### config.mk
export PLATFORM = sky130hd
export DESIGN_NAME = keystroke_trigger_detector
export DESIGN_NICKNAME = d
export VERILOG_FILES = /design/src/sv/kstd_pkg.sv /design/src/sv/kstd_ram.sv /design/src/sv/kstd_ctrl.sv /design/src/sv/kstd_dp.sv /design/src/sv/keystroke_trigger_detector.sv
export SDC_FILE = /design/constraint.sdc
export NUM_CORES = 1
export LEC_CHECK = 0
export ABC_AREA = 1
export BUFFER_PORTS_ARGS = -buffer_cell sky130_fd_sc_hd__buf_2
export CAP_MARGIN = 0
export CORE_MARGIN = 4
export CORE_UTILIZATION = 25
export DETAILED_ROUTE_END_ITERATION = 10
export PLACE_DENSITY = 0.39
export SETUP_SLACK_MARGIN = 0.05
export SLEW_MARGIN = 20
export SYNTH_ARGS = -nofsm -noshare
export SYNTH_HDL_FRONTEND = slang
export SYNTH_SLANG_ARGS = --single-unit
### constraint.sdc
create_clock -name clock -period 7.4 [get_ports clock]
set_clock_uncertainty 0.05 [all_clocks]
set_input_delay 0.74 -clock clock [delete_from_list [all_inputs] [get_ports clock]]
set_output_delay 0.74 -clock clock [all_outputs]
set_load 0.01 [all_outputs]
### src/sv/kstd_pkg.sv
// kstd_pkg: types, constants and helper functions for the keystroke trigger detector.
// No dependencies; kstd_ctrl, kstd_dp and the top level refer to it by scoped names.
`timescale 1ns / 1ps

package kstd_pkg;

   // Window geometry and trigger body limits
   localparam int PENDING_DEPTH = 68;
   localparam int MIN_BODY      = 2;
   localparam int MAX_BODY      = 64;

   localparam int IDX_W   = $clog2(PENDING_DEPTH);
   localparam int CNT_W   = $clog2(PENDING_DEPTH + 1);
   localparam int SUM_W   = IDX_W + 1;
   localparam int CHAR_W  = 7;
   localparam int KEY_W   = 21;
   localparam int ACT_W   = 2;
   localparam int ERASE_W = 7;

   localparam logic [CHAR_W-1:0] CH_AMP   = 7'h26;
   localparam logic [CHAR_W-1:0] CH_UNDER = 7'h5f;
   localparam logic [CHAR_W-1:0] CH_DASH  = 7'h2d;
   localparam logic [CHAR_W-1:0] CH_SPACE = 7'h20;
   localparam logic [CHAR_W-1:0] CH_NL    = 7'h0a;
   localparam logic [CHAR_W-1:0] CH_TAB   = 7'h09;

   typedef enum logic [ACT_W-1:0] {
      ACT_KEY       = 2'd0,
      ACT_META      = 2'd1,
      ACT_RESET     = 2'd2,
      ACT_FOCUS_OUT = 2'd3
   } action_type;

   typedef enum logic [2:0] {
      EV_NONE,
      EV_META,
      EV_CLEAR,
      EV_FOCUS_OUT,
      EV_PUSH,
      EV_DELIM
   } event_type;

   typedef enum logic [2:0] {
      ST_IDLE,
      ST_SCAN_RD,
      ST_SCAN,
      ST_DECIDE,
      ST_EMIT_RD,
      ST_EMIT
   } state_type;

   // controller -> datapath
   typedef struct packed {
      logic take;          // apply the accepted transaction
      logic rd;            // read window at pos (pos+1 with pos_inc)
      logic pos_inc;
      logic scan_step;     // fold read data into the prefix scan
      logic pos_load_run;  // point pos at the first body character
      logic out_load;      // load the result register
   } cmd_type;

   // datapath -> controller
   typedef struct packed {
      event_type ev;
      logic      quick_ok;  // length, metadata flag and field flags allow a trigger
      logic      pos_last;
      logic      body_ok;
      logic      out_free;
   } status_type;

   function automatic logic is_alnum(input logic [CHAR_W-1:0] c);
      is_alnum = (c >= 7'h30 && c <= 7'h39) || (c >= 7'h61 && c <= 7'h7a) ||
                 (c >= 7'h41 && c <= 7'h5a);
   endfunction

   function automatic logic [CHAR_W-1:0] to_lower(input logic [CHAR_W-1:0] c);
      to_lower = (c >= 7'h41 && c <= 7'h5a) ? (c + 7'd32) : c;
   endfunction

   function automatic event_type classify(input logic [ACT_W-1:0] action,
                                          input logic [KEY_W-1:0] key,
                                          input logic             release_key,
                                          input logic             modifier);
      logic [CHAR_W-1:0] c;
      logic              ascii;
      c     = key[CHAR_W-1:0];
      ascii = (key[KEY_W-1:CHAR_W] == '0);
      unique case (action_type'(action))
         ACT_META:      classify = EV_META;
         ACT_RESET:     classify = EV_CLEAR;
         ACT_FOCUS_OUT: classify = EV_FOCUS_OUT;
         ACT_KEY: begin
            if (release_key)
               classify = EV_NONE;
            else if (modifier)
               classify = EV_CLEAR;
            else if (ascii && (is_alnum(c) || c == CH_AMP || c == CH_UNDER || c == CH_DASH))
               classify = EV_PUSH;
            else if (ascii && (c == CH_SPACE || c == CH_NL || c == CH_TAB))
               classify = EV_DELIM;
            else
               classify = EV_CLEAR;
         end
         default:       classify = EV_NONE;
      endcase
   endfunction

endpackage

### src/sv/kstd_ram.sv
// kstd_ram: generic single-write, single-read RAM with registered read data.
// Standalone; no package dependency.
`timescale 1ns / 1ps

module kstd_ram #(
   parameter int WIDTH = 8,
   parameter int DEPTH = 64
) (
   input  logic                     clock,
   input  logic                     wr_en,
   input  logic [$clog2(DEPTH)-1:0] wr_addr,
   input  logic [WIDTH-1:0]         wr_data,
   input  logic                     rd_en,
   input  logic [$clog2(DEPTH)-1:0] rd_addr,
   output logic [WIDTH-1:0]         rd_data
);

   logic [WIDTH-1:0] mem_ff [DEPTH];
   logic [WIDTH-1:0] rd_data_ff;

   always_ff @(posedge clock) begin
      if (wr_en)
         mem_ff[wr_addr] <= wr_data;
      if (rd_en)
         rd_data_ff <= mem_ff[rd_addr];
   end

   assign rd_data = rd_data_ff;

endmodule

### src/sv/kstd_ctrl.sv
// kstd_ctrl: sequencer for the trigger detector (accept, scan, decide, emit).
// Depends on kstd_pkg for state, command and status types.
`timescale 1ns / 1ps

module kstd_ctrl (
   input  logic                clock,
   input  logic                reset,
   input  logic                req_valid,
   input  kstd_pkg::status_type status,
   output kstd_pkg::cmd_type    cmd,
   output logic                busy
);

   kstd_pkg::state_type state_ff, state_in;

   always_ff @(posedge clock) begin
      if (reset)
         state_ff <= kstd_pkg::ST_IDLE;
      else
         state_ff <= state_in;
   end

   always_comb begin
      state_in = state_ff;
      cmd      = '0;
      unique case (state_ff)
         kstd_pkg::ST_IDLE: begin
            if (req_valid) begin
               cmd.take = 1'b1;
               if (status.ev == kstd_pkg::EV_DELIM && status.quick_ok)
                  state_in = kstd_pkg::ST_SCAN_RD;
            end
         end
         kstd_pkg::ST_SCAN_RD: begin
            cmd.rd   = 1'b1;
            state_in = kstd_pkg::ST_SCAN;
         end
         kstd_pkg::ST_SCAN: begin
            cmd.scan_step = 1'b1;
            if (status.pos_last) begin
               state_in = kstd_pkg::ST_DECIDE;
            end else begin
               cmd.pos_inc = 1'b1;
               cmd.rd      = 1'b1;
            end
         end
         kstd_pkg::ST_DECIDE: begin
            if (status.body_ok) begin
               cmd.pos_load_run = 1'b1;
               state_in         = kstd_pkg::ST_EMIT_RD;
            end else begin
               state_in = kstd_pkg::ST_IDLE;
            end
         end
         kstd_pkg::ST_EMIT_RD: begin
            cmd.rd   = 1'b1;
            state_in = kstd_pkg::ST_EMIT;
         end
         kstd_pkg::ST_EMIT: begin
            if (status.out_free) begin
               cmd.out_load = 1'b1;
               if (status.pos_last) begin
                  state_in = kstd_pkg::ST_IDLE;
               end else begin
                  cmd.pos_inc = 1'b1;
                  cmd.rd      = 1'b1;
               end
            end
         end
         default: state_in = kstd_pkg::ST_IDLE;
      endcase
   end

   assign busy = (state_ff != kstd_pkg::ST_IDLE);

endmodule

### src/sv/kstd_dp.sv
// kstd_dp: window ring buffer, prefix scan, candidate registers and result register.
// Depends on kstd_pkg and kstd_ram.
`timescale 1ns / 1ps

module kstd_dp (
   input  logic                                clock,
   input  logic                                reset,
   input  kstd_pkg::cmd_type                   cmd,
   output kstd_pkg::status_type                status,
   input  logic [kstd_pkg::ACT_W-1:0]          req_action,
   input  logic [kstd_pkg::KEY_W-1:0]          req_key_char,
   input  logic                                req_key_release,
   input  logic                                req_modifier_held,
   input  logic                                req_password_field,
   input  logic                                req_sensitive_field,
   output logic                                rsp_valid,
   input  logic                                rsp_stall,
   output logic [kstd_pkg::CHAR_W-1:0]         rsp_body_char,
   output logic [kstd_pkg::ERASE_W-1:0]        rsp_erase_count,
   output logic [kstd_pkg::CHAR_W-1:0]         rsp_delimiter_char,
   output logic                                rsp_last
);

   localparam logic [kstd_pkg::SUM_W-1:0] DepthSum = kstd_pkg::SUM_W'(kstd_pkg::PENDING_DEPTH);
   localparam logic [kstd_pkg::CNT_W-1:0] DepthCnt = kstd_pkg::CNT_W'(kstd_pkg::PENDING_DEPTH);

   // window ring: head is the oldest entry
   logic [kstd_pkg::IDX_W-1:0]  head_ff, head_in;
   logic [kstd_pkg::CNT_W-1:0]  count_ff, count_in;
   logic                        meta_ff, meta_in;
   // candidate under scan
   logic [kstd_pkg::CNT_W-1:0]  len_ff, len_in;
   logic [kstd_pkg::CHAR_W-1:0] delim_ff, delim_in;
   logic [kstd_pkg::CNT_W-1:0]  pos_ff, pos_in;
   logic [kstd_pkg::CNT_W-1:0]  run_ff, run_in;
   logic                        in_run_ff, in_run_in;
   logic                        amp_after_ff, amp_after_in;
   // result register
   logic                         rsp_valid_ff, rsp_valid_in;
   logic [kstd_pkg::CHAR_W-1:0]  rsp_char_ff, rsp_char_in;
   logic [kstd_pkg::ERASE_W-1:0] rsp_erase_ff, rsp_erase_in;
   logic [kstd_pkg::CHAR_W-1:0]  rsp_delim_ff, rsp_delim_in;
   logic                         rsp_last_ff, rsp_last_in;

   logic                        wr_en;
   logic [kstd_pkg::IDX_W-1:0]  wr_addr;
   logic [kstd_pkg::IDX_W-1:0]  rd_addr;
   logic [kstd_pkg::CHAR_W-1:0] rd_data;
   logic [kstd_pkg::CNT_W-1:0]  rd_off;
   logic [kstd_pkg::SUM_W-1:0]  rd_sum, wr_sum, head_sum;
   logic [kstd_pkg::CNT_W-1:0]  blen;
   logic                        is_amp;
   kstd_pkg::event_type         ev;

   function automatic logic [kstd_pkg::IDX_W-1:0] wrap(input logic [kstd_pkg::SUM_W-1:0] x);
      logic [kstd_pkg::SUM_W-1:0] y;
      y    = (x >= DepthSum) ? (x - DepthSum) : x;
      wrap = y[kstd_pkg::IDX_W-1:0];
   endfunction

   kstd_ram #(
      .WIDTH (kstd_pkg::CHAR_W),
      .DEPTH (kstd_pkg::PENDING_DEPTH)
   ) u_window (
      .clock   (clock),
      .wr_en   (wr_en),
      .wr_addr (wr_addr),
      .wr_data (req_key_char[kstd_pkg::CHAR_W-1:0]),
      .rd_en   (cmd.rd),
      .rd_addr (rd_addr),
      .rd_data (rd_data)
   );

   assign ev = kstd_pkg::classify(req_action, req_key_char, req_key_release, req_modifier_held);

   // read address: head + pos (or pos+1 when advancing)
   assign rd_off  = cmd.pos_inc ? (pos_ff + 1'b1) : pos_ff;
   assign rd_sum  = kstd_pkg::SUM_W'(head_ff) + kstd_pkg::SUM_W'(rd_off);
   assign rd_addr = wrap(rd_sum);

   assign wr_sum   = kstd_pkg::SUM_W'(head_ff) + kstd_pkg::SUM_W'(count_ff);
   assign head_sum = kstd_pkg::SUM_W'(head_ff) + 1'b1;
   assign wr_en    = cmd.take && (ev == kstd_pkg::EV_PUSH);
   assign wr_addr  = (count_ff < DepthCnt) ? wrap(wr_sum) : head_ff;

   assign is_amp = (rd_data == kstd_pkg::CH_AMP);
   assign blen   = len_ff - run_ff;

   always_comb begin
      head_in      = head_ff;
      count_in     = count_ff;
      meta_in      = meta_ff;
      len_in       = len_ff;
      delim_in     = delim_ff;
      pos_in       = pos_ff;
      run_in       = run_ff;
      in_run_in    = in_run_ff;
      amp_after_in = amp_after_ff;

      if (cmd.take) begin
         pos_in       = '0;
         run_in       = '0;
         in_run_in    = 1'b1;
         amp_after_in = 1'b0;
         case (ev)
            kstd_pkg::EV_META:      meta_in = 1'b1;
            kstd_pkg::EV_CLEAR:     count_in = '0;
            kstd_pkg::EV_FOCUS_OUT: begin
               count_in = '0;
               meta_in  = 1'b0;
            end
            kstd_pkg::EV_PUSH: begin
               if (count_ff < DepthCnt)
                  count_in = count_ff + 1'b1;
               else
                  head_in = wrap(head_sum);
            end
            kstd_pkg::EV_DELIM: begin
               len_in   = count_ff;
               delim_in = req_key_char[kstd_pkg::CHAR_W-1:0];
               count_in = '0;
            end
            default: ;
         endcase
      end

      if (cmd.scan_step) begin
         if (in_run_ff && is_amp) begin
            run_in = run_ff + 1'b1;
         end else begin
            in_run_in = 1'b0;
            if (is_amp)
               amp_after_in = 1'b1;
         end
      end

      if (cmd.pos_inc)
         pos_in = pos_ff + 1'b1;
      else if (cmd.pos_load_run)
         pos_in = run_ff;
   end

   // erase count and delimiter are captured with each result, so a new
   // transaction can overwrite the candidate registers while a result waits
   always_comb begin
      rsp_char_in  = rsp_char_ff;
      rsp_erase_in = rsp_erase_ff;
      rsp_delim_in = rsp_delim_ff;
      rsp_last_in  = rsp_last_ff;
      if (cmd.out_load) begin
         rsp_char_in  = kstd_pkg::to_lower(rd_data);
         rsp_erase_in = kstd_pkg::ERASE_W'(len_ff);
         rsp_delim_in = delim_ff;
         rsp_last_in  = status.pos_last;
         rsp_valid_in = 1'b1;
      end else begin
         rsp_valid_in = rsp_valid_ff && rsp_stall;
      end
   end

   always_ff @(posedge clock) begin
      if (reset) begin
         head_ff      <= '0;
         count_ff     <= '0;
         meta_ff      <= 1'b0;
         rsp_valid_ff <= 1'b0;
      end else begin
         head_ff      <= head_in;
         count_ff     <= count_in;
         meta_ff      <= meta_in;
         rsp_valid_ff <= rsp_valid_in;
      end
   end

   always_ff @(posedge clock) begin
      len_ff       <= len_in;
      delim_ff     <= delim_in;
      pos_ff       <= pos_in;
      run_ff       <= run_in;
      in_run_ff    <= in_run_in;
      amp_after_ff <= amp_after_in;
      rsp_char_ff  <= rsp_char_in;
      rsp_erase_ff <= rsp_erase_in;
      rsp_delim_ff <= rsp_delim_in;
      rsp_last_ff  <= rsp_last_in;
   end

   assign status.ev       = ev;
   assign status.quick_ok = (count_ff >= kstd_pkg::CNT_W'(2)) && meta_ff &&
                            !req_password_field && !req_sensitive_field;
   assign status.pos_last = ((kstd_pkg::SUM_W'(pos_ff) + 1'b1) == kstd_pkg::SUM_W'(len_ff));
   assign status.body_ok  = (run_ff >= kstd_pkg::CNT_W'(2)) && !run_ff[0] && !amp_after_ff &&
                            (blen >= kstd_pkg::CNT_W'(kstd_pkg::MIN_BODY)) &&
                            (blen <= kstd_pkg::CNT_W'(kstd_pkg::MAX_BODY));
   assign status.out_free = !rsp_valid_ff || !rsp_stall;

   assign rsp_valid          = rsp_valid_ff;
   assign rsp_body_char      = rsp_char_ff;
   assign rsp_erase_count    = rsp_erase_ff;
   assign rsp_delimiter_char = rsp_delim_ff;
   assign rsp_last           = rsp_last_ff;

endmodule

### src/sv/keystroke_trigger_detector.sv
// keystroke_trigger_detector: top level, detects "&&body" triggers in a key event stream.
// Depends on kstd_pkg, kstd_ctrl, kstd_dp (which holds kstd_ram).
//
//   channel | direction | handshake          | payload
//   --------+-----------+--------------------+------------------------------------------
//   req_    | in        | req_valid/req_stall| action, key_char, key_release,
//           |           |                    | modifier_held, password_field, sensitive
//   rsp_    | out       | rsp_valid/rsp_stall| body_char, erase_count, delimiter_char, last
//
// Flow: a transaction is absorbed in the cycle it is accepted, except a delimiter
// that passes the quick check; that delimiter holds req_stall high while the
// window RAM is walked once (one read per cycle through its registered port).
// When the body qualifies, the body characters are then read again and loaded
// into the result register one by one, holding while rsp_stall is high.
// Reset: synchronous, active high; clears window head and count, metadata flag, sequencer
// and rsp_valid. The window RAM is not cleared: only entries below the count are read.
// Stalls: the result register holds while rsp_stall is high; the next req
// transaction is taken once emission of the previous trigger is done, even while
// its last result still waits in the result register.
`timescale 1ns / 1ps

module keystroke_trigger_detector (
   input  logic                        clock,
   input  logic                        reset,

   input  logic                        req_valid,
   output logic                        req_stall,
   input  logic [kstd_pkg::ACT_W-1:0]  req_action,
   input  logic [kstd_pkg::KEY_W-1:0]  req_key_char,
   input  logic                        req_key_release,
   input  logic                        req_modifier_held,
   input  logic                        req_password_field,
   input  logic                        req_sensitive_field,

   output logic                        rsp_valid,
   input  logic                        rsp_stall,
   output logic [kstd_pkg::CHAR_W-1:0] rsp_body_char,
   output logic [kstd_pkg::ERASE_W-1:0] rsp_erase_count,
   output logic [kstd_pkg::CHAR_W-1:0] rsp_delimiter_char,
   output logic                        rsp_last
);

   kstd_pkg::cmd_type    cmd;
   kstd_pkg::status_type status;
   logic                 busy;

   // Sequencer: idle -> (delimiter) scan the window -> decide -> emit body
   kstd_ctrl u_ctrl (
      .clock     (clock),
      .reset     (reset),
      .req_valid (req_valid),
      .status    (status),
      .cmd       (cmd),
      .busy      (busy)
   );

   // Window RAM, prefix scan state and result register
   kstd_dp u_dp (
      .clock               (clock),
      .reset               (reset),
      .cmd                 (cmd),
      .status              (status),
      .req_action          (req_action),
      .req_key_char        (req_key_char),
      .req_key_release     (req_key_release),
      .req_modifier_held   (req_modifier_held),
      .req_password_field  (req_password_field),
      .req_sensitive_field (req_sensitive_field),
      .rsp_valid           (rsp_valid),
      .rsp_stall           (rsp_stall),
      .rsp_body_char       (rsp_body_char),
      .rsp_erase_count     (rsp_erase_count),
      .rsp_delimiter_char  (rsp_delimiter_char),
      .rsp_last            (rsp_last)
   );

   // Transactions are taken only while the sequencer is idle
   assign req_stall = busy;

   // A new result only appears while a delimiter transaction is being worked on
   a_result_from_busy: assert property (@(posedge clock) disable iff (reset)
      $rose(rsp_valid) |-> $past(req_stall))
      else $error("result appeared outside of trigger emission");

   // Body characters never include the prefix character
   a_body_no_amp: assert property (@(posedge clock) disable iff (reset)
      rsp_valid |-> (rsp_body_char != kstd_pkg::CH_AMP))
      else $error("ampersand in emitted trigger body");

   // Erase count covers at least the "&&" prefix plus the minimum body
   a_erase_min: assert property (@(posedge clock) disable iff (reset)
      rsp_valid |-> (rsp_erase_count >= kstd_pkg::ERASE_W'(kstd_pkg::MIN_BODY + 2)))
      else $error("erase count shorter than smallest trigger");

   // Delimiter is one of the three candidate terminators
   a_delim_kind: assert property (@(posedge clock) disable iff (reset)
      rsp_valid |-> (rsp_delimiter_char == kstd_pkg::CH_SPACE ||
                     rsp_delimiter_char == kstd_pkg::CH_NL ||
                     rsp_delimiter_char == kstd_pkg::CH_TAB))
      else $error("unexpected delimiter on result");

endmodule
* Yosys cells after proc, flatten, opt, wreduce, memory -nomap -nowiden
Memory sizes are Yosys's and may differ from the RTL's. A register that Yosys moved wholly into a read port is not among the register bits.
Index checks and enable logic that the tools add are counted.
** Storage, ports and cells
- Input bits :: 31
- Memories :: 1
- Memory bits (writable) :: 476
- Logic and storage cells :: 165
- Output and inout port bits :: 24
- Register bits :: 71
** Cells by class
- Multiplexer cells :: 48
- Reduce and logical (&&, ||, !) cells :: 45
- Bitwise operators :: 1
- Eq/ne operators :: 27
- $lt $le $gt $ge :: 16
- $add $sub $neg :: 12
** Memories
- u_dp.u_window.mem_ff :: depth 68, width 7, rd ports 1, clocked after Yosys merged registers in 1, write ports 1, line kstd_ram.sv:18 : logic [WIDTH-1:0] mem_ff [DEPTH];
** Operators by type and width (number)
- $mux W7 :: 13
- $mux W3 :: 10
- $eq A7 B6 Y1 const B :: 4
- $le A7 B7 Y1 const B :: 4
- $ge A8 B7 Y1 const B :: 3
- $add A7 B1 Y7 const B :: 3
- $ge A7 B2 Y1 const B :: 3
- $ge A7 B7 Y1 const B :: 3
- $sub A7 B7 Y7 const B :: 3
- $pmux W3 S6 :: 1
- $logic_and A1 B1 Y1 :: 17
- $mux W1 :: 17
- $add A7 B1 Y8 const B :: 2
- $add A7 B7 Y8 :: 2
- $eq A7 B4 Y1 const B :: 2
- $logic_not A14 Y1 :: 1
- $pmux W7 S2 :: 1
- $eq A3 B2 Y1 const B :: 4
- $eq A3 B3 Y1 const B :: 4
- $pmux W3 S4 :: 1
- $ne A2 B2 Y1 const B :: 5
- $eq A8 B7 Y1 :: 1
- $logic_or A1 B1 Y1 :: 8
- $add A7 B6 Y7 const B :: 1
- other kinds (23) :: 36

* Logic depth before layout (Yosys ltp)
Gate-level depths: netlist of run 1.
- Depth in word-level cells :: 17
- Gate-level depth with buffers :: 36
- Mapped depth without buffers :: 34

* By module
Synthesis of run 1 repeated with hierarchy kept, for this count alone.
** Second synthesis, totals
- Cell total of the unflattened synthesis :: 2337
- Area total of the unflattened synthesis :: 24910.1 µm²
** By module, submodules not included
- kstd_ram :: times used 1, cells each 1674, area each 19830.3 µm²
- kstd_dp :: times used 1, cells each 623, area each 4847.1 µm²
- kstd_ctrl :: times used 1, cells each 40, area each 232.7 µm²

* Least setup slack after synthesis of run 1
Ideal clock, no wire load.
- Kind :: input to register
- Start :: input rsp_stall
- End :: register u_dp.u_window.rd_data_ff[0] (netlist: u_dp.u_window.rd_data[0]), read port of u_dp.u_window.mem_ff (data pin)
- Path buffers :: 3
- Arrival time :: 5128 ps
- Setup slack :: 1969 ps
- Stages on the path :: 29
- Path through :: nand2_1 > inv_1 > nor2_1 > o21ai_2 > inv_1 > buf_2 > o21ai_0 > inv_1 > ha_1 > nand2_1 > nand2_1 > a31o_2 > xor2_1 > inv_1 > ha_1 > a31oi_1 > nand3_2 > nand2_4 > nand3_2 > nand2_2 > buf_6 > buf_6 > nand2_1 > nand3_1 > nand3_1 > nand3_1 > nand2_1 > nand2_1 > nand2_1
** On the way
- Cells in the longest elaborated chain, start to end :: 8
- Elaborated cells on any way between the ends :: 10
** RTL lines
- start: declaration :: line keystroke_trigger_detector.sv:36 : input logic rsp_stall,
- $logic_not A1 Y1 (*) :: line kstd_dp.sv:195 : assign status.out_free = !rsp_valid_ff || !rsp_stall;
- $logic_or A1 B1 Y1 (*) :: line kstd_dp.sv:195
- $mux W2 (*) :: line kstd_ctrl.sv:60 : if (status.out_free) begin
- $pmux W1 S2 :: line kstd_ctrl.sv:26 : unique case (state_ff)
- $mux W7 :: line kstd_dp.sv:77 : assign rd_off = cmd.pos_inc ? (pos_ff + 1'b1) : pos_ff;
- $add A7 B7 Y8 :: line kstd_dp.sv:78 : assign rd_sum = kstd_pkg::SUM_W'(head_ff) + kstd_pkg::SUM_W'(rd_off);
- $sub A7 B7 Y7 or $ge A8 B7 Y1 (tied branches) :: line kstd_dp.sv:57 : y = (x >= DepthSum) ? (x - DepthSum) : x;
- $mux W7 :: line kstd_dp.sv:57
- end: declaration :: line kstd_ram.sv:19 : logic [WIDTH-1:0] rd_data_ff;
Mark *: on every way between the ends. The rest lies on a longest branch, timed or not.
A chain may end at the register's enable or synchronous reset.

* Worst setup path after layout of run 1
- Start :: register u_dp.pos_ff[0] (netlist name)
- End :: register u_dp.u_window.rd_data_ff[3] (netlist: u_dp.u_window.rd_data[3]), read port of u_dp.u_window.mem_ff (data pin)
** On the way
- Cells in the longest elaborated chain, start to end :: 9
- Elaborated cells on any way between the ends :: 12
** RTL lines
- start: declaration :: line kstd_dp.sv:34 : logic [kstd_pkg::CNT_W-1:0] pos_ff, pos_in;
- start signal: assignment :: line kstd_dp.sv:178 : pos_ff <= pos_in;
- $add A7 B1 Y8 :: line kstd_dp.sv:191 : assign status.pos_last = ((kstd_pkg::SUM_W'(pos_ff) + 1'b1) == kstd_pkg::SUM_W'(len_ff));
- $eq A8 B7 Y1 :: line kstd_dp.sv:191
- $mux W2 :: line kstd_ctrl.sv:40, kstd_ctrl.sv:62
- $mux W2 :: line kstd_ctrl.sv:60
- $pmux W1 S2 :: line kstd_ctrl.sv:26
- $mux W7 :: line kstd_dp.sv:77
- $add A7 B7 Y8 :: line kstd_dp.sv:78
- $sub A7 B7 Y7 or $ge A8 B7 Y1 (tied branches) :: line kstd_dp.sv:57
- $mux W7 :: line kstd_dp.sv:57
Several ways; a longest one is shown, not always the timed one.

==> results.py, run 1 <==
metrics = {
    "status": {
        "status": "finished clean",
    },
    "grt": {
        "antenna_found_initial": 1,
        "overflow": 0,
        "track_usage": 0.1391,
        "grt_pass1_vias": 15960,
        "grt_max_degree": 201,
        "grt_pass1_wl_mm": 108.1,
    },
    "cells_and_area": {
        "multiInputGateArea_mm2": 0.007395,
        "utilization": 0.2883,
        "num-fill-cells": 10020,
        "diodes": 0,
        "area_delta_synth_final_pct": 13.91,
        "final_layout_size_suffix_gt1_frac": 0.08903,
        "seqCellArea_mm2": 0.01636,
        "stdcell_count": 3500,
        "layout_common_cells": "579 x nand2_1, 526 x edfxtp_1, 180 x nand3_1",
        "layout_commonest_cell": "nand2_1",
        "num-nets-final": 2247,
    },
    "drt": {
        "drt_first_pass_iters": 5,
        "drc": 0,
        "drt_wl_total_mm": 73.48,
        "wl_per_cell_um": 20.99,
        "drtIter0Drc": 1263,
        "ant_nets": 0,
        "viasPerCell": 4.751,
        "vias": 16630,
    },
    "timing": {
        "worstMarginPinSlew_ns": 1.100,
        "drv_slew": 0,
        "setup_viol_count_final": 0,
        "hold_viol": 0,
        "fmax_mhz": 156.8,
        "setup_ws_ns": 1.023,
        "finalSetupTns_ns": 0,
        "period_share": 0.8617,
        "relSlewSlack": 0.2616,
        "rsz0062_at_grt": "no",
        "post-route-min-period_ns": 6.377,
    },
    "floorplanning": {
        "die_area_mm2": 0.1033,
        "die-width_um": 321.3,
        "core_area_mm2": 0.09699,
        "start_util": 0.2531,
        "row_count": 114,
        "io-pin-count": 55,
        "die_h_um": 321.3,
    },
    "setup_path": {
        "cp-end-kind": "flip-flop",
        "cp_slowest_cell": "nand2_2",
        "cp-start-kind": "flip-flop",
        "slowest_delay_ns": 0.68,
        "r2r_start": "u_dp.pos_ff[0]$_DFFE_PP_",
        "crit_start": "u_dp.pos_ff[0]$_DFFE_PP_",
        "worst_ep_required_time_ns": 7.75,
        "arrival_ns": 6.72,
        "critPathMaxFanout": 39,
        "worstSetupPathType": "flip-flop to flip-flop",
        "critPathMostFrequentCell": "nand2_1",
    },
    "cts": {
        "insertion_delay_ns": 0.64,
        "cts_tree": "yes",
        "ctsResizeCount": 0,
        "cts_hold_buf": 0,
        "path_clk_slew_ns": 0.06,
        "clkSinkCount": 554,
        "htree_levels": 2,
        "cts-root-buf": "clkbuf_16",
        "cts_made_buffers": 61,
        "clk_path_buf_depth": 3,
        "postCtsSetupBuffers": 0,
    },
    "synthesis": {
        "avgSynthCellArea_um2": 11.42,
        "synth_edf_count": 526,
        "syn-cell-area_mm2": 0.02455,
        "ys_ff_latch": 554,
        "ys_seq_area_frac": 0.6663,
        "yosys_most_used_dff": "edfxtp_1",
        "synthCells": 2149,
        "ys_types": 55,
        "synth_area_leader_cell": "edfxtp_1",
        "syn_nets": 2218,
        "synth_top_area_frac": 0.6435,
        "synth_area_leaders": "edfxtp_1 64%, nand2_1 8.9%, a32o_1 4.6%",
        "synthArstFlopShare": 0,
        "ys_warn_count": 0,
    },
    "placed_design": {
        "gp_congestion": 0.7977,
        "port_buffers": 54,
        "place_inst": 3391,
        "dp_hpwl_mm": 47.05,
        "pre_cts_ws_ns": 1.062,
    },
    "worst_hold_path": {
        "hp-start": "reset",
        "timing.hold.worst.class": "input pin to flip-flop",
    },
    "power_and_ir_drop": {
        "pwr_density_cell_mw_per_mm2": 236.2,
        "peakVddDrop_v": 0.0001589,
        "p_total_w": 0.006604,
        "p_leak_nw": 9.696,
    },
    "job": {
        "max_cap_viol_count": 0,
    },
}
-- layer usage --
layer | track usage | part of all wire | vias up
met3 | 0.02385 | 0.043 | 89
met1 | 0.1939 | 0.47 | 8387
met2 | 0.2245 | 0.46 | 340
met4 | 0.03718 | 0.022 | 2
met5 | 0 | 0.00018 | -
li1 | - | - | 7810
-- final cells by class --
type	instances	share of cell area
Inverter	99	0.01365
Clock inverter	32	0.007518
Multi-Input combinational cell	1394	0.2645
Sequential cell	554	0.5850
Timing Repair Buffer	68	0.01477
Tap cell	1276	0.05710
Clock buffer	77	0.05750
-- critical path, delay by kind of cell (launching register included) --
family | cells | cell delay [ns]
compound gates | 6 | 1.08
xor+xnor | 1 | 0.31
fa+ha+maj | 3 | 0.97
buf+inv | 3 | 0.55
flops | 1 | 0.46
simple gates | 17 | 2.71
-- flip-flops by register name, summed over array words and instances, names as in the netlist --
| name | count |
|---|---|
| u_ctrl.state_ff | 3 |
| u_dp.amp_after_ff | 1 |
| u_dp.count_ff | 7 |
| u_dp.delim_ff | 7 |
| u_dp.head_ff | 7 |
| u_dp.in_run_ff | 1 |
| u_dp.len_ff | 7 |
| u_dp.meta_ff | 1 |
| u_dp.pos_ff | 7 |
| u_dp.rsp_body_char | 7 |
| u_dp.rsp_delimiter_char | 7 |
| u_dp.rsp_erase_count | 7 |
| u_dp.rsp_last | 1 |
| u_dp.rsp_valid | 1 |
| u_dp.run_ff | 7 |
| u_dp.u_window.mem_ff | 476 |
| u_dp.u_window.rd_data | 7 |
-- synthesized netlist by cell type (3+ instances only) --
| library cell | instances |
|---|---|
| nand2_1 | 579 |
| edfxtp_1 | 526 |
| nand3_1 | 180 |
| a21oi_1 | 145 |
| nor2_1 | 139 |
| a32o_1 | 113 |
| inv_1 | 94 |
| clkbuf_1 | 81 |
| o21ai_0 | 56 |
| ha_1 | 35 |
| dfxtp_1 | 28 |
| nand4_1 | 16 |
| xor2_1 | 16 |
| nor3_1 | 14 |
| nand2_2 | 12 |
| xnor2_1 | 12 |
| buf_2 | 10 |
| o22ai_1 | 10 |
| nand3_2 | 9 |
| nor4_1 | 8 |
| buf_6 | 5 |
| o21ai_1 | 5 |
| buf_1 | 3 |
| buf_4 | 3 |
| clkinv_1 | 3 |
| fa_1 | 3 |
| nand2_4 | 3 |
| nand3b_1 | 3 |
| xor2_2 | 3 |
-- report_power, final --
group / switching, W / internal, W
registers: 0.00000358 / 0.00343
clock network: 0.00125 / 0.00156
logic: 0.000263 / 0.0000966
-- worst paths after layout --
path | end | slack [ns] | depth (start not counted)
setup / recovery | u_dp.u_window.rd_data[3]$_DFFE_PP_ | 1.02 | 30
hold reg to reg | u_dp.rsp_delimiter_char[4]$_DFFE_PP_ | 0.37 | 0
hold / removal | u_ctrl.state_ff[1]$_SDFFE_PP0P_ | 0.36 | 2
setup reg to reg | u_dp.u_window.rd_data[3]$_DFFE_PP_ | 1.02 | 30
-- per-stage QoR --
stage                     instance area (µm²)  hold slack (ns)
after floorplan                         24550           0.3503
after global placement                  26140           0.3516
after detailed placement                26140           0.3562
after CTS                               27960           0.3242
after global routing                    27960           0.3650
final                                   27960           0.3643
-- kinds of logic after synthesis --
| logic type | synth area share |
|---|---|
| fa+ha+maj | 0.02029 |
| mux | 0.0004078 |
| simple gates | 0.1689 |
| xor+xnor | 0.01264 |
| buf+inv | 0.03323 |
| flops | 0.6663 |
| compound gates | 0.09823 |
Note: power is estimated with default switching activity, not from simulation.
==> run 2, diff against run 1 <==
Settings changed: CORE_ASPECT_RATIO set to 1.5, CTS_BUF_LIST set to sky130_fd_sc_hd__clkbuf_4.
==> run 2 against run 1 <==
Utilization is 0.13 points lower. Clock power is 10% lower. First-iteration DRC count is 9.3% lower. Flip-flop and latch count stayed put. Critical path type unchanged.
==> results.py, run 2 (synthesis results as in run 1) <==
metrics = {
    "cts": {
        "path_clk_slew_ns": 0.06,
        "cts_tree": "yes",
        "clk_path_buf_depth": 3,
        "ctsResizeCount": 0,
        "clkSinkCount": 554,
        "postCtsSetupBuffers": 0,
        "insertion_delay_ns": 1.02,
        "cts_made_buffers": 137,
        "htree_levels": 4,
        "cts_hold_buf": 7,
        "cts-root-buf": "clkbuf_4",
    },
    "setup_path": {
        "worst_ep_required_time_ns": 8.11,
        "slowest_delay_ns": 0.78,
        "cp_slowest_cell": "nand2_2",
        "arrival_ns": 7.16,
        "critPathMaxFanout": 38,
        "cp-start-kind": "flip-flop",
        "worstSetupPathType": "flip-flop to flip-flop",
        "critPathMostFrequentCell": "nand2_1",
        "cp-end-kind": "flip-flop",
    },
    "worst_hold_path": {
        "timing.hold.worst.class": "input pin to flip-flop",
    },
    "power_and_ir_drop": {
        "pwr_density_cell_mw_per_mm2": 226.6,
        "p_total_w": 0.006320,
        "p_leak_nw": 9.856,
        "peakVddDrop_v": 0.0001261,
    },
    "timing": {
        "fmax_mhz": 154.9,
        "hold_viol": 0,
        "fin_hold_ws_ns": 0.2010,
        "period_share": 0.8723,
        "drv_slew": 0,
        "rsz0062_at_grt": "no",
        "relSlewSlack": 0.3469,
        "setup_ws_ns": 0.9448,
        "post-route-min-period_ns": 6.455,
        "finalSetupTns_ns": 0,
        "setup_viol_count_final": 0,
        "worstMarginPinSlew_ns": 0.9769,
    },
    "placed_design": {
        "dp_hpwl_mm": 49.12,
        "place_area_mm2": 0.02615,
        "pre_cts_ws_ns": 1.007,
        "port_buffers": 54,
        "gp_congestion": 0.8353,
    },
    "drt": {
        "drt_wl_total_mm": 75.95,
        "ant_nets": 0,
        "wl_per_cell_um": 20.88,
        "drt_first_pass_iters": 5,
        "drc": 0,
        "drtIter0Drc": 1145,
        "viasPerCell": 4.676,
        "vias": 17010,
    },
    "floorplanning": {
        "start_util": 0.2525,
        "die_area_mm2": 0.1034,
        "die_h_um": 391.8,
        "core_area_mm2": 0.09722,
        "io-pin-count": 55,
        "row_count": 140,
        "die-width_um": 263.8,
    },
    "grt": {
        "grt_pass1_wl_mm": 112.2,
        "antenna_found_initial": 4,
        "grt_max_degree": 189,
        "grt_pass1_vias": 17330,
        "overflow": 0,
        "track_usage": 0.1455,
    },
    "cells_and_area": {
        "largest_register": "u_dp.u_window.mem_ff",
        "area_delta_synth_final_pct": 13.64,
        "layout_common_cells": "579 x nand2_1, 526 x edfxtp_1, 186 x clkbuf_4",
        "layout_commonest_cell": "nand2_1",
        "stdcell_area_mm2": 0.02789,
        "final_layout_size_suffix_gt1_frac": 0.1408,
        "largest_register_ffs": 476,
        "num-nets-final": 2333,
        "num-fill-cells": 10180,
    },
    "job": {
        "max_cap_viol_count": 0,
    },
    "status": {
        "status": "finished clean",
    },
}
[run 2: metrics by stage]
step,util,instances
after global routing,0.2869,3637
after floorplan,-,2149
final,0.2869,3637
after global placement,0.2690,3396
after detailed placement,0.2690,3396
after CTS,0.2867,3629
[run 2: path summary, 6_finish.rpt]
check / endpoint / cells past startpoint / slack (ns) / startpoint
worst max-delay path: u_dp.u_window.rd_data[4]$_DFFE_PP_ / 31 / 0.94 / u_dp.pos_ff[0]$_DFFE_PP_
worst min-delay path: u_dp.u_window.mem_ff[15][1]$_DFFE_PP_ / 1 / 0.20 / req_key_char[1]
worst max register to register: u_dp.u_window.rd_data[4]$_DFFE_PP_ / 31 / 0.94 / u_dp.pos_ff[0]$_DFFE_PP_
worst min register to register: u_dp.rsp_delimiter_char[4]$_DFFE_PP_ / 0 / 0.37 / u_dp.delim_ff[4]$_DFFE_PP_
[run 2: routing by layer]
metal	share of wire	GRT usage	routed length, µm	up-vias
met1	0.38	0.1548	28980	8374
li1	-	-	-	8074
met2	0.55	0.2827	41890	422
met3	0.039	0.02929	2946	136
met4	0.028	0.05180	2133	0
met5	0	0	0	-
[run 2: area by class of cell]
| cell class | instances | area (µm²) | share of cell area |
|---|---|---|---|
| clock inverters | 40 | 252.7 | 0.009061 |
| well taps | 1278 | 1599 | 0.05733 |
| flip-flops and latches | 554 | 16360 | 0.5864 |
| inverters | 99 | 381.6 | 0.01368 |
| diodes | 8 | 20.02 | 0.0007177 |
| repair buffers | 78 | 493.0 | 0.01767 |
| clock buffers | 186 | 1396 | 0.05006 |
| multi-input cells | 1394 | 7395 | 0.2651 |
[run 2: critical path, delay by kind of cell, from the launching register on]
| family | cells | cell delay [ns] |
|---|---|---|
| compound gates | 5 | 0.95 |
| xor+xnor | 2 | 0.42 |
| fa+ha+maj | 3 | 0.84 |
| buf+inv | 3 | 0.59 |
| flops | 1 | 0.44 |
| simple gates | 18 | 2.89 |
[run 2: power by group]
part / switching, W / internal [W]
logic: 0.000265 / 0.0000988
clock network: 0.00126 / 0.00127
registers: 0.00000322 / 0.00343
